`src/hdl/chs_ram.sv`:
```
// Generic single-write, single-read RAM with registered read data.
module chs_ram #(
  parameter int Width = 8,
  parameter int Depth = 16
) (
  input  logic                                  clk_i,
  input  logic                                  we_i,
  input  logic [((Depth > 1) ? $clog2(Depth) : 1)-1:0] waddr_i,
  input  logic [Width-1:0]                      wdata_i,
  input  logic [((Depth > 1) ? $clog2(Depth) : 1)-1:0] raddr_i,
  output logic [Width-1:0]                      rdata_o
);

  logic [Width-1:0] mem_q [Depth];

  always_ff @(posedge clk_i) begin
    if (we_i) begin
      mem_q[waddr_i] <= wdata_i;
    end
    rdata_o <= mem_q[raddr_i];
  end

endmodule

```
`config.mk`:
```
export PLATFORM = sky130hd
export DESIGN_NAME = chs_ram
export DESIGN_NICKNAME = d
export VERILOG_FILES = /design/src/hdl/chs_ram.sv
export SDC_FILE = /design/constraint.sdc
export NUM_CORES = 1
export LEC_CHECK = 0
export BUFFER_PORTS_ARGS = -buffer_cell sky130_fd_sc_hd__buf_2
export CAP_MARGIN = 0
export CORE_MARGIN = 2
export CORE_UTILIZATION = 54
export DETAILED_ROUTE_END_ITERATION = 12
export HOLD_SLACK_MARGIN = 0.02
export MAX_ROUTING_LAYER = met4
export PLACE_DENSITY = 0.77
export SLEW_MARGIN = 20
export SYNTH_ARGS = -nofsm -noshare
export SYNTH_HDL_FRONTEND = slang
export SYNTH_SLANG_ARGS = --single-unit
export TNS_END_PERCENT = 5
```
`constraint.sdc`:
```
create_clock -name clk_i -period 2.12 [get_ports clk_i]
set_clock_uncertainty 0.15 [all_clocks]
set_input_delay 0.53 -clock clk_i [delete_from_list [all_inputs] [get_ports clk_i]]
set_output_delay 0.53 -clock clk_i [all_outputs]
set_load 0.02 [all_outputs]
```
==> parameters.txt, run 1 <==
Parameter                              Value

Synthesis
  Sequential element share of the synthesized area ... between 70% and 80%
  Cell types occupying the most area after synthesis ... sky130_fd_sc_hd__edfxtp_1 75%, sky130_fd_sc_hd__mux4_2 7.9%, sky130_fd_sc_hd__mux4_1 7.1%
  Share of synthesized registers carrying an async set or reset ... 0%
  Number of nets produced by synthesis ... approximately 250
  Most common cell in the synthesized netlist ... sky130_fd_sc_hd__edfxtp_1
  Cell area after technology mapping ... roughly 0.005 mm²
  Mapped Avg Cell Area ... between 20 and 25 µm²
  Synth area leader ... sky130_fd_sc_hd__edfxtp_1
  Number of flops mapped to enable cells by yosys ... between 100 and 150
  Xor-xnor portion of the synthesized cell area ... 0%
  Main combinational cell family by area after synthesis ... multiplexers
  Area share of and/or/nand/nor cells after synthesis ... under 10%
  Synth Area in Adders ... 0%
  Number of storage elements in the synthesis netlist ... about 140
  Share of the synthesized area in the top cell type ... 74.67%
  Area fraction in compound gates after synthesis ... approximately 2.3%
  Top cell types by occurrence after synthesis ... 128 x sky130_fd_sc_hd__edfxtp_1, 18 x sky130_fd_sc_hd__mux4_2, 16 x sky130_fd_sc_hd__a22oi_1, 14 x sky130_fd_sc_hd__mux4_1, 13 x sky130_fd_sc_hd__nor2_1
  Yosys warning count ... 0
  Multiplexer fraction of the synthesized cell area ... between 10% and 20%
  Synth Flop Type ... sky130_fd_sc_hd__edfxtp_1
  Instance count of the mapped netlist ... around 230
  Number of distinct library cells after synthesis ... 19

Detailed routing
  Via count ... between 2000 and 2500
  Final routed wire length divided by cell count ... 21.87 µm
  Residual DRC count ... 0
  Wire length reported by the detailed router ... roughly 9.3 mm
  Violation count after the first detailed-routing iteration ... between 150 and 200
  Number of optimization iterations in the first detailed-route pass ... 4
  Via density per instance ... 5.728
  Post-DRT Antenna Nets ... 0

Layout
  Net count, final ... between 300 and 400
  Filler cell count ... between 500 and 600
  Count of antenna diodes in the layout ... 0
  Signed area change from the synthesized netlist to the final layout ... 18.21%
  Final Util ... 65.85%
  Final cell count without fillers ... 427
  Fraction of layout instances using a drive strength above 1 ... about a third
  Design area ... a little over 0.006 mm²

Place
  Placed Cells incl. Taps ... approximately 400
  Instance area after placement ... between 0.005 and 0.006 mm²
  I/O Buffers ... 25
  Final Wtd Congestion ... roughly 0.74
  HPWL after DPL ... ~6 mm
  Worst slack after detailed placement ... -36.54 ps

Clock tree
  Bufs on Longest Clock Path ... 2
  Post-CTS setup buffers ... 0
  Cts-stage hold buffer count ... 0
  CTS sink count ... 136
  Number of clock buffers inserted by TritonCTS ... 17
  Root cell of the clock tree ... sky130_fd_sc_hd__clkbuf_8
  Clock tree from TritonCTS ... built
  Htree depth ... 4
  Clock insertion delay at the later pin of the skew report ... between 500 and 600 ps
  Resized Gates After CTS ... 0
  Clock slew at the register clock pins of the worst setup and hold paths ... 60 ps

Die
  Number of placed I/O pins ... 26
  Vertical die dimension ... roughly 100 µm
  Starting Density ... a little under three fifths
  Total core area ... 0.009240 mm²
  Area of the die ... approximately 0.010 mm²
  Die Width ... about 100 µm
  Std cell rows ... 35

GRT
  Number of global-route vias before repair ... 2557
  Wire length of the first global-routing pass ... around 14 mm
  Overflow left after global routing ... 0
  Number of antenna violations at the first check in global routing ... 0
  Overall track demand over capacity in global routing ... between 20% and 30%
  Largest net degree at the start of global routing ... 24

Setup path
  Largest stage delay on the critical path ... roughly 340 ps
  Worst-path cell with the longest stage delay ... sky130_fd_sc_hd__dfxtp_1
  Signal arrival time at the worst endpoint ... ~1000 ps
  Critical setup path kind ... flop to output port
  Sequence of cells on the critical path ... buf_2
  Kind of cell adding the most delay to the critical path ... flip-flops
  CP Max Fanout ... 1
  Element type at the critical path start ... flop
  Data required time at the worst endpoint ... between 1000 and 1500 ps
  Total buffers and inverters traversed by the critical path ... 1
  Kind of end point of the critical path ... output port

Power
  Leakage power of the design ... 2.088 nW
  Maximum vdd ir drop ... around 0.00056 V
  Total power ... just under 6 mW
  Pwr dens ... a little under 1000 mW/mm²

STA
  Number of failing hold endpoints at the final stage ... 0
  Final Max Slew Viols ... 0
  Final worst-path cycle share ... between 80% and 90%
  Setup tns final ... 0 ps
  RSZ-0062 raised after global routing ... false
  Final Setup Violations ... 0
  F_max ... around 0.59 GHz
  Post-layout worst setup margin ... 421.9 ps
  Worst-case headroom to the max-slew limit ... 75.87%
  Minimum clock period ... 1698 ps
  Transition time of the tightest slew-check pin ... 362.0 ps
  Hold Slack ... between 200 and 300 ps

Min path
  Worst hold path class ... input port to flop

Flow run
  Max-Cap Viols ... 0

Status
  Run status ... finished, final reports clean
-- layout make-up --
type / instances / area [µm²] / area share [%]
flip-flops and latches: 136 / 4004 / 65.80
multi-input cells: 83 / 1062 / 17.46
clock buffers: 21 / 429.2 / 7.053
repair buffers: 48 / 322.8 / 5.305
well taps: 129 / 161.4 / 2.653
clock inverters: 10 / 105.1 / 1.727
-- path summary, 6_finish.rpt --
kind                     start      endpoint  slack [ps]  depth (start not counted)
setup / recovery    rdata_o[3]    rdata_o[3]         420                          1
hold / removal      wdata_i[2]  mem_q[10][2]         250                          1
setup reg to reg   mem_q[1][2]    rdata_o[2]         560                          3
hold reg to reg   mem_q[12][7]    rdata_o[7]         520                          3
-- report_power, final --
group | switching (mW) | leakage [nW] | internal, mW
registers | 0.0176 | 1.22 | 3.01
logic | 0.172 | 0.601 | 0.126
clock network | 0.980 | 0.263 | 1.65
-- cells by family after synthesis --
group	Yosys count
AO/OA/AOI/OAI	16
buffers and inverters	10
flip-flops	136
multiplexers	32
AND/OR/NAND/NOR	35
-- placed cells by master, fill, tap and decap left out --
master                       instances
sky130_fd_sc_hd__nand2b_1            2
sky130_fd_sc_hd__and2_1              1
sky130_fd_sc_hd__nor2_1             13
sky130_fd_sc_hd__nor2b_1             1
sky130_fd_sc_hd__nand3_1             1
sky130_fd_sc_hd__clkbuf_8            1
sky130_fd_sc_hd__clkbuf_1            4
sky130_fd_sc_hd__buf_4              21
sky130_fd_sc_hd__buf_2              25
sky130_fd_sc_hd__edfxtp_1          128
sky130_fd_sc_hd__mux4_2             18
sky130_fd_sc_hd__dfxtp_1             8
sky130_fd_sc_hd__nand3b_1            2
sky130_fd_sc_hd__bufinv_16           2
sky130_fd_sc_hd__nand2_1             9
sky130_fd_sc_hd__clkbuf_16          16
sky130_fd_sc_hd__a22oi_1            16
sky130_fd_sc_hd__or3b_2              1
sky130_fd_sc_hd__and2b_1             1
sky130_fd_sc_hd__clkinv_4            1
sky130_fd_sc_hd__clkinv_1            1
sky130_fd_sc_hd__buf_12              2
sky130_fd_sc_hd__clkinvlp_4          1
sky130_fd_sc_hd__mux4_1             14
sky130_fd_sc_hd__clkinv_2            5
sky130_fd_sc_hd__nor3_1              3
sky130_fd_sc_hd__nor3_2              1
-- registers in the layout, summed over array words and instances, names as in the netlist --
register	flops
rdata_o	8
mem_q	128
-- metal layers --
layer / vias to the layer above / global-route usage [%] / part of all wire, %
li1: 1086 / - / -
met1: 1253 / 26.94 / 42
met2: 103 / 32.49 / 50
met3: 4 / 7.177 / 6.5
met4: 0 / 6.549 / 0.80
met5: - / - / 0
(Power assumes the default switching activity.)
==> run 2, diff against run 1 <==
--- a/config.mk
+++ b/config.mk
@@ -8,11 +8,11 @@
 export BUFFER_PORTS_ARGS = -buffer_cell sky130_fd_sc_hd__buf_2
 export CAP_MARGIN = 0
 export CORE_MARGIN = 2
-export CORE_UTILIZATION = 54
+export CORE_UTILIZATION = 55
 export DETAILED_ROUTE_END_ITERATION = 12
 export HOLD_SLACK_MARGIN = 0.02
 export MAX_ROUTING_LAYER = met4
-export PLACE_DENSITY = 0.77
+export PLACE_DENSITY = 0.76
 export SLEW_MARGIN = 20
 export SYNTH_ARGS = -nofsm -noshare
 export SYNTH_HDL_FRONTEND = slang
==> constraint.sdc (replaced) <==
create_clock -name clk_i -period 1.6 [get_ports clk_i]
set_clock_uncertainty 0.15 [all_clocks]
set_input_delay 0.4 -clock clk_i [delete_from_list [all_inputs] [get_ports clk_i]]
set_output_delay 0.4 -clock clk_i [all_outputs]
set_load 0.02 [all_outputs]
==> parameters.txt, run 2 (synthesis results as in run 1) <==
Parameter                              Value

Die
  Starting Density ... 56.24% (+0.53 points)
  Vertical die dimension ... 100.7 µm (-0.88%)
  Std cell rows ... 35 (unchanged)
  Total core area ... 0.009153 mm² (-0.95%)
  Number of placed I/O pins ... 26 (unchanged)
  Die Width ... 100.7 µm (-0.88%)
  Area of the die ... 0.01015 mm² (-1.8%)

Detailed routing
  Number of optimization iterations in the first detailed-route pass ... 4 (unchanged)
  Post-DRT Antenna Nets ... 0 (unchanged)
  Via count ... 2481 (+1.4%)
  Wire length reported by the detailed router ... 9.886 mm (+5.9%)
  Max Used Layer ... met4
  Violation count after the first detailed-routing iteration ... 311 (+93%)
  Detailed route wirelength on metal3 ... 664 µm (+9.4%)
  Length of routed met2 wiring ... 5.092 mm (+8.6%)
  Via density per instance ... 5.993 (+4.6%)
  Residual DRC count ... 0 (unchanged)
  Wl on met1 ... 4.033 mm (+1.7%)
  Final routed wire length divided by cell count ... 23.88 µm (+9.2%)

Setup path
  Worst reg2reg setup slack ... 60 ps (-500 ps)
  Logic depth of the worst path, buffers included ... 1 (unchanged)
  Critical setup path kind ... flop to output port
  Total buffers and inverters traversed by the critical path ... 1 (unchanged)
  FF-to-FF End ... rdata_o[7]
  Largest stage delay on the critical path ... 340 ps (about the same)
  Element type at the critical path start ... flop
  Kind of cell adding the most delay to the critical path ... flip-flops
  Data required time at the worst endpoint ... 1050 ps (-390 ps)
  CP Launch Point ... rdata_o[4]
  Worst-path cell with the longest stage delay ... sky130_fd_sc_hd__dfxtp_1
  Setup crit end ... rdata_o[4]
  Kind of end point of the critical path ... output port
  R2R cell count ... 3 (unchanged)
  Signal arrival time at the worst endpoint ... 1010 ps (about the same)
  Launch point of the worst reg-to-reg path ... mem_q[11][7]
  CP Max Fanout ... 1 (unchanged)
  Sequence of cells on the critical path ... buf_4

Clock tree
  Cts-stage hold buffer count ... 0 (unchanged)
  Clock insertion delay at the later pin of the skew report ... 520 ps (about the same)
  Bufs on Longest Clock Path ... 2 (unchanged)
  Clock slew at the register clock pins of the worst setup and hold paths ... 70 ps (about the same)
  Clock tree from TritonCTS ... built
  CTS sink count ... 136 (unchanged)
  Root cell of the clock tree ... sky130_fd_sc_hd__clkbuf_8
  Post-CTS setup buffers ... 0 (unchanged)
  Htree depth ... 4 (unchanged)
  Number of clock buffers inserted by TritonCTS ... 17 (unchanged)

STA
  Worst-case headroom to the max-slew limit ... 43.00% (-33 points)
  Final Max Slew Viols ... 0 (unchanged)
  Number of failing hold endpoints at the final stage ... 0 (unchanged)
  F_max ... about 0.64 GHz
  Final Setup Violations ... 0 (unchanged)
  RSZ-0062 raised after global routing ... false
  Final worst-path cycle share ... between 90% and 100%
  Transition time of the tightest slew-check pin ... 851.9 ps (+489.9 ps)
  Hold Slack ... 115.5 ps (-135.1 ps)
  Minimum clock period ... ~1600 ps

GRT
  Largest net degree at the start of global routing ... 20 (-17%)
  Number of antenna violations at the first check in global routing ... 0 (unchanged)
  Overflow left after global routing ... 0 (unchanged)
  Number of global-route vias before repair ... 2547 (-0.39%)
  Overall track demand over capacity in global routing ... 22.36% (+1.2 points)
  Wire length of the first global-routing pass ... 15.08 mm (+4.4%)

Place
  HPWL after DPL ... 6.409 mm (+8.9%)
  I/O Buffers ... 25 (unchanged)
  Instance area after placement ... 0.005654 mm² (+1.9%)
  Placed Cells incl. Taps ... 382 (-3.5%)
  Final Wtd Congestion ... 0.7552 (+1.5%)

Min path
  Worst hold path class ... input port to flop
  Hold Path Depth ... 1 (unchanged)

Layout
  Net count, final ... 308 (+1.3%)
  Filler cell count ... 539 (-7.1%)
  Signed area change from the synthesized netlist to the final layout ... 20.95%
  Count of antenna diodes in the layout ... 0 (unchanged)
  Fraction of layout instances using a drive strength above 1 ... 36.30% (+4.8 points)
  Register with the most flip-flops ... mem_q
  Most frequent cells in the layout ... 128 x sky130_fd_sc_hd__edfxtp_1, 23 x sky130_fd_sc_hd__buf_2, 21 x sky130_fd_sc_hd__buf_4
  Leading cell type in the layout, fill and taps excluded ... sky130_fd_sc_hd__edfxtp_1
  Design area ... 0.006226 mm² (+2.3%)
  Largest registers ranked by flip-flop count ... mem_q x128, rdata_o x8
  Flip-flop count of the largest register after layout ... 128 (unchanged)
  Final cell count without fillers ... 414 (-3.0%)

Power
  Total power ... 8.079 mW (+36%)
  Pwr dens ... 1298 mW/mm² (+33%)
  Leakage power of the design ... 2.153 nW (+3.1%)
  Maximum vdd ir drop ... 0.0008712 V (+57%)

Flow run
  Max-Cap Viols ... 0 (unchanged)

Status
  Run status ... finished, final reports clean
run 2: cell types whose count changed in the layout (fill, tap and decap cells not counted), moves of 2 or more:
cell                        before  now
sky130_fd_sc_hd__bufinv_16       2    0
sky130_fd_sc_hd__clkinv_2        5    0
sky130_fd_sc_hd__inv_8           0    6
sky130_fd_sc_hd__buf_2          25   23
sky130_fd_sc_hd__inv_6           0    7
sky130_fd_sc_hd__nor2_1         13   10
sky130_fd_sc_hd__nor2_2          0    3
sky130_fd_sc_hd__buf_12          2    8
sky130_fd_sc_hd__clkbuf_1        4    0
run 2: final cells by class:
type                       count  area, µm²  area share, %
sequential                   136       4005          64.33
multi-input combinational     83       1089          17.48
timing repair buffer          52      432.9          6.953
clock buffer                  17      414.1          6.652
clock inverter                15      146.4          2.351
tap                          111      138.9          2.231
run 2: worst reg2reg max path, delay by kind of cell (launching register included):
| kind | cells | cell delay, ps |
|---|---|---|
| AO/OA/AOI/OAI | 1 | 290 |
| AND/OR/NAND/NOR | 1 | 120 |
| flip-flops | 1 | 380 |
| multiplexers | 1 | 470 |
run 2: repair_timing:
item | in CTS | in global routing
endpoints found under the hold margin | 0 | 0
resized for setup | 3 | 1
setup endpoints to repair | 2 | 1
run 2: report_power, final:
part | internal [mW] | leakage [nW] | total (mW) | switching, mW
Combinational | 0.187 | 0.648 | 0.431 | 0.244
Sequential | 3.98 | 1.22 | 4.00 | 0.0230
Clock | 2.00 | 0.281 | 3.64 | 1.64
Total | 6.17 | 2.15 | 8.08 | 1.91
run 2: worst min path at each step:
stage                  from     endpoint  slack, ps
2_1_floorplan    wdata_i[0]  mem_q[0][0]        350
3_5_place_dp   mem_q[11][5]   rdata_o[5]        520
6_report         wdata_i[1]  mem_q[6][1]        120
4_1_cts          wdata_i[4]  mem_q[6][4]        100
5_1_grt          wdata_i[1]  mem_q[6][1]        110
3_3_place_gp   mem_q[11][5]   rdata_o[5]        500
run 2: routing by layer:
metal / up-vias / global-route usage [%]
met4: 0 / 8.746
met2: 107 / 33.08
met5: - / -
li1: 1102 / -
met3: 8 / 5.548
met1: 1264 / 30.54
run 2: through the flow:
| step | setup WS, ps | util, % | setup TNS [ps] |
|---|---|---|---|
| 4_1_cts | 10.51 | 67.97 | 0 |
| 6_report | 35.10 | 68.02 | 0 |
| 2_1_floorplan | -141.6 | - | -2743 |
| 3_3_place_gp | -387.0 | 61.78 | -11070 |
| 3_5_place_dp | -400.9 | 61.78 | -14350 |
| 5_1_grt | 2.186 | 68.02 | 0 |
==> run 3, diff against run 2 <==
--- a/config.mk
+++ b/config.mk
@@ -12,7 +12,7 @@
 export DETAILED_ROUTE_END_ITERATION = 12
 export HOLD_SLACK_MARGIN = 0.02
 export MAX_ROUTING_LAYER = met4
-export PLACE_DENSITY = 0.76
+export PLACE_DENSITY = 0.73
 export SLEW_MARGIN = 20
 export SYNTH_ARGS = -nofsm -noshare
 export SYNTH_HDL_FRONTEND = slang
==> parameters.txt, run 3 (synthesis results as in run 1) <==
Parameter                              Value

Status
  Run status ... finished, final reports clean

STA
  Number of failing hold endpoints at the final stage ... 0 (unchanged)
  Final worst-path cycle share ... 98.35% (+0.54 points)
  Transition time of the tightest slew-check pin ... 722.5 ps (-129.3 ps)
  F_max ... 0.6355 GHz (-0.55%)
  Final Max Slew Viols ... 0 (unchanged)
  Minimum clock period ... 1574 ps (+8.683 ps)
  Final Setup Violations ... 0 (unchanged)
  Worst-case headroom to the max-slew limit ... 51.65% (+8.7 points)
  RSZ-0062 raised after global routing ... false
  Post-layout worst setup margin ... 26.41 ps (-8.683 ps)
  Hold Slack ... 111.8 ps (-3.691 ps)

Place
  Instance area after placement ... 0.005697 mm² (+0.75%)
  Worst slack after detailed placement ... -398.0 ps (+2.915 ps)
  I/O Buffers ... 25 (unchanged)
  Final Wtd Congestion ... 0.8044 (+6.5%)
  Placed Cells incl. Taps ... 396 (+3.7%)
  HPWL after DPL ... 6.454 mm (+0.70%)

Setup path
  CP Max Fanout ... 1 (unchanged)
  Signal arrival time at the worst endpoint ... 1020 ps (about the same)
  Largest stage delay on the critical path ... 340 ps (about the same)
  Element type at the critical path start ... flop
  Worst-path cell with the longest stage delay ... sky130_fd_sc_hd__dfxtp_1
  Kind of cell adding the most delay to the critical path ... flip-flops
  Kind of end point of the critical path ... output port
  Sequence of cells on the critical path ... buf_2
  Total buffers and inverters traversed by the critical path ... 1 (unchanged)
  Data required time at the worst endpoint ... 1050 ps (about the same)
  Critical setup path kind ... flop to output port

Clock tree
  Clock tree from TritonCTS ... built
  Number of clock buffers inserted by TritonCTS ... 17 (unchanged)
  Root cell of the clock tree ... sky130_fd_sc_hd__clkbuf_8
  Clock insertion delay at the later pin of the skew report ... 510 ps (about the same)
  Bufs on Longest Clock Path ... 2 (unchanged)
  CTS sink count ... 136 (unchanged)
  Cts-stage hold buffer count ... 0 (unchanged)
  Htree depth ... 4 (unchanged)
  Clock slew at the register clock pins of the worst setup and hold paths ... 60 ps (about the same)

Detailed routing
  Violation count after the first detailed-routing iteration ... 172 (-45%)
  Residual DRC count ... 0 (unchanged)
  Via density per instance ... 5.958 (-0.58%)
  Wl on met1 ... 4.351 mm (+7.9%)
  Length of routed met2 wiring ... 5.028 mm (-1.3%)
  Post-DRT Antenna Nets ... 0 (unchanged)
  Detailed route wirelength on metal3 ... 459 µm (-31%)
  Via count ... 2550 (+2.8%)
  Max Used Layer ... met4
  Wire length reported by the detailed router ... 9.973 mm (+0.88%)
  Number of optimization iterations in the first detailed-route pass ... 5 (+1)
  Final routed wire length divided by cell count ... 23.30 µm (-2.4%)

GRT
  Number of global-route vias before repair ... 2718 (+6.7%)
  Overall track demand over capacity in global routing ... 22.65% (+0.29 points)
  Largest net degree at the start of global routing ... 19 (-5.0%)
  Number of antenna violations at the first check in global routing ... 0 (unchanged)
  Wire length of the first global-routing pass ... 15.46 mm (+2.6%)
  Overflow left after global routing ... 0 (unchanged)

Layout
  Flip-flop count of the largest register after layout ... 128 (unchanged)
  Leading cell type in the layout, fill and taps excluded ... sky130_fd_sc_hd__edfxtp_1
  Largest registers ranked by flip-flop count ... mem_q x128, rdata_o x8
  Register with the most flip-flops ... mem_q
  Fraction of layout instances using a drive strength above 1 ... 37.85% (+1.6 points)
  Signed area change from the synthesized netlist to the final layout ... 22.61%
  Most frequent cells in the layout ... 128 x sky130_fd_sc_hd__edfxtp_1, 40 x sky130_fd_sc_hd__buf_4, 23 x sky130_fd_sc_hd__buf_2
  Final cell count without fillers ... 428 (+3.4%)
  Final Util ... 68.95% (+0.93 points)
  Count of antenna diodes in the layout ... 0 (unchanged)
  Design area ... 0.006311 mm² (+1.4%)
  Net count, final ... 322 (+4.5%)

Power
  Switch Pwr ... 1.664 mW (-13%)
  Cell internal power dissipation ... 6.713 mW (+8.7%)
  Maximum vdd ir drop ... 0.0007257 V (-17%)
  Sw Share ... 19.86% (-3.7 points)
  Portion of total power attributed to the clock network ... 46.8% (+1.7 points)
  Power share of the sequential group ... 47.9% (-1.7 points)
  Pwr dens ... 1327 mW/mm² (+2.3%)
  Combinational cell fraction of total power ... 5.3% (about the same)
  Leakage power of the design ... 2.207 nW (+2.5%)

Die
  Area of the die ... 0.01015 mm² (unchanged)
  Std cell rows ... 35 (unchanged)
  Number of placed I/O pins ... 26 (unchanged)
  Starting Density ... 56.24% (unchanged)
  Die Width ... 100.7 µm (unchanged)
  Total core area ... 0.009153 mm² (unchanged)
  Vertical die dimension ... 100.7 µm (unchanged)

Flow run
  Max-Cap Viols ... 0 (unchanged)

Min path
  Worst hold path class ... input port to flop
[run 3: cell count changes in the layout (fill, tap and decap cells not counted), sizes merged]
cell and change:
bufinv +4, clkinv +2, clkbuf +4, buf +14, clkinvlp +3, inv -13
[run 3: power by group through the flow]
stage	Clock, mW	Combinational (mW)	Sequential, mW
2_1_floorplan	0	0.206	4.10
3_3_place_gp	0	0.422	4.08
3_5_place_dp	0	0.436	4.08
4_1_cts	3.96	0.445	4.01
5_1_grt	4.09	0.477	4.01
6_report	3.92	0.443	4.01
[run 3: repair_timing]
item	CTS	global route
setup buffers	0	0
endpoints found under the setup margin	2	1
resized for setup	3	1
cloned	0	0
[run 3: metal layers]
| metal | up-vias | track usage (%) |
|---|---|---|
| li1 | 1128 | - |
| met4 | 0 | 8.957 |
| met5 | - | - |
| met3 | 11 | 4.161 |
| met2 | 82 | 35.59 |
| met1 | 1329 | 29.87 |
[run 3: final cells by class]
class                   count  area, µm²
fillers                   545       2841
clock buffers              21      429.2
repair buffers             66      475.5
well taps                 111      138.9
multi-input cells          83       1089
flip-flops and latches    136       4005
clock inverters            11      173.9
[run 3: through the flow]
| stage | setup TNS, ps | power (mW) |
|---|---|---|
| 2_1_floorplan | -2743 | 4.309 |
| 3_3_place_gp | -10490 | 4.501 |
| 3_5_place_dp | -12610 | 4.519 |
| 4_1_cts | 0 | 8.419 |
| 5_1_grt | 0 | 8.582 |
| 6_report | 0 | 8.377 |
[run 3: worst reg2reg max path, cell delays in order, from the launching register on]
cell and delay (ps):
sky130_fd_sc_hd__edfxtp_1 390, sky130_fd_sc_hd__mux4_1 580, sky130_fd_sc_hd__a22oi_2 190, sky130_fd_sc_hd__nand2_1 100
[run 3: worst paths after layout]
| path | slack, ps | startpoint | cells past startpoint | endpoint |
|---|---|---|---|---|
| max reg2reg | 70 | mem_q[6][2] | 3 | rdata_o[2] |
| min | 110 | wdata_i[1] | 1 | mem_q[0][1] |
| max | 30 | rdata_o[6] | 1 | rdata_o[6] |
| min reg2reg | 530 | mem_q[15][5] | 3 | rdata_o[5] |
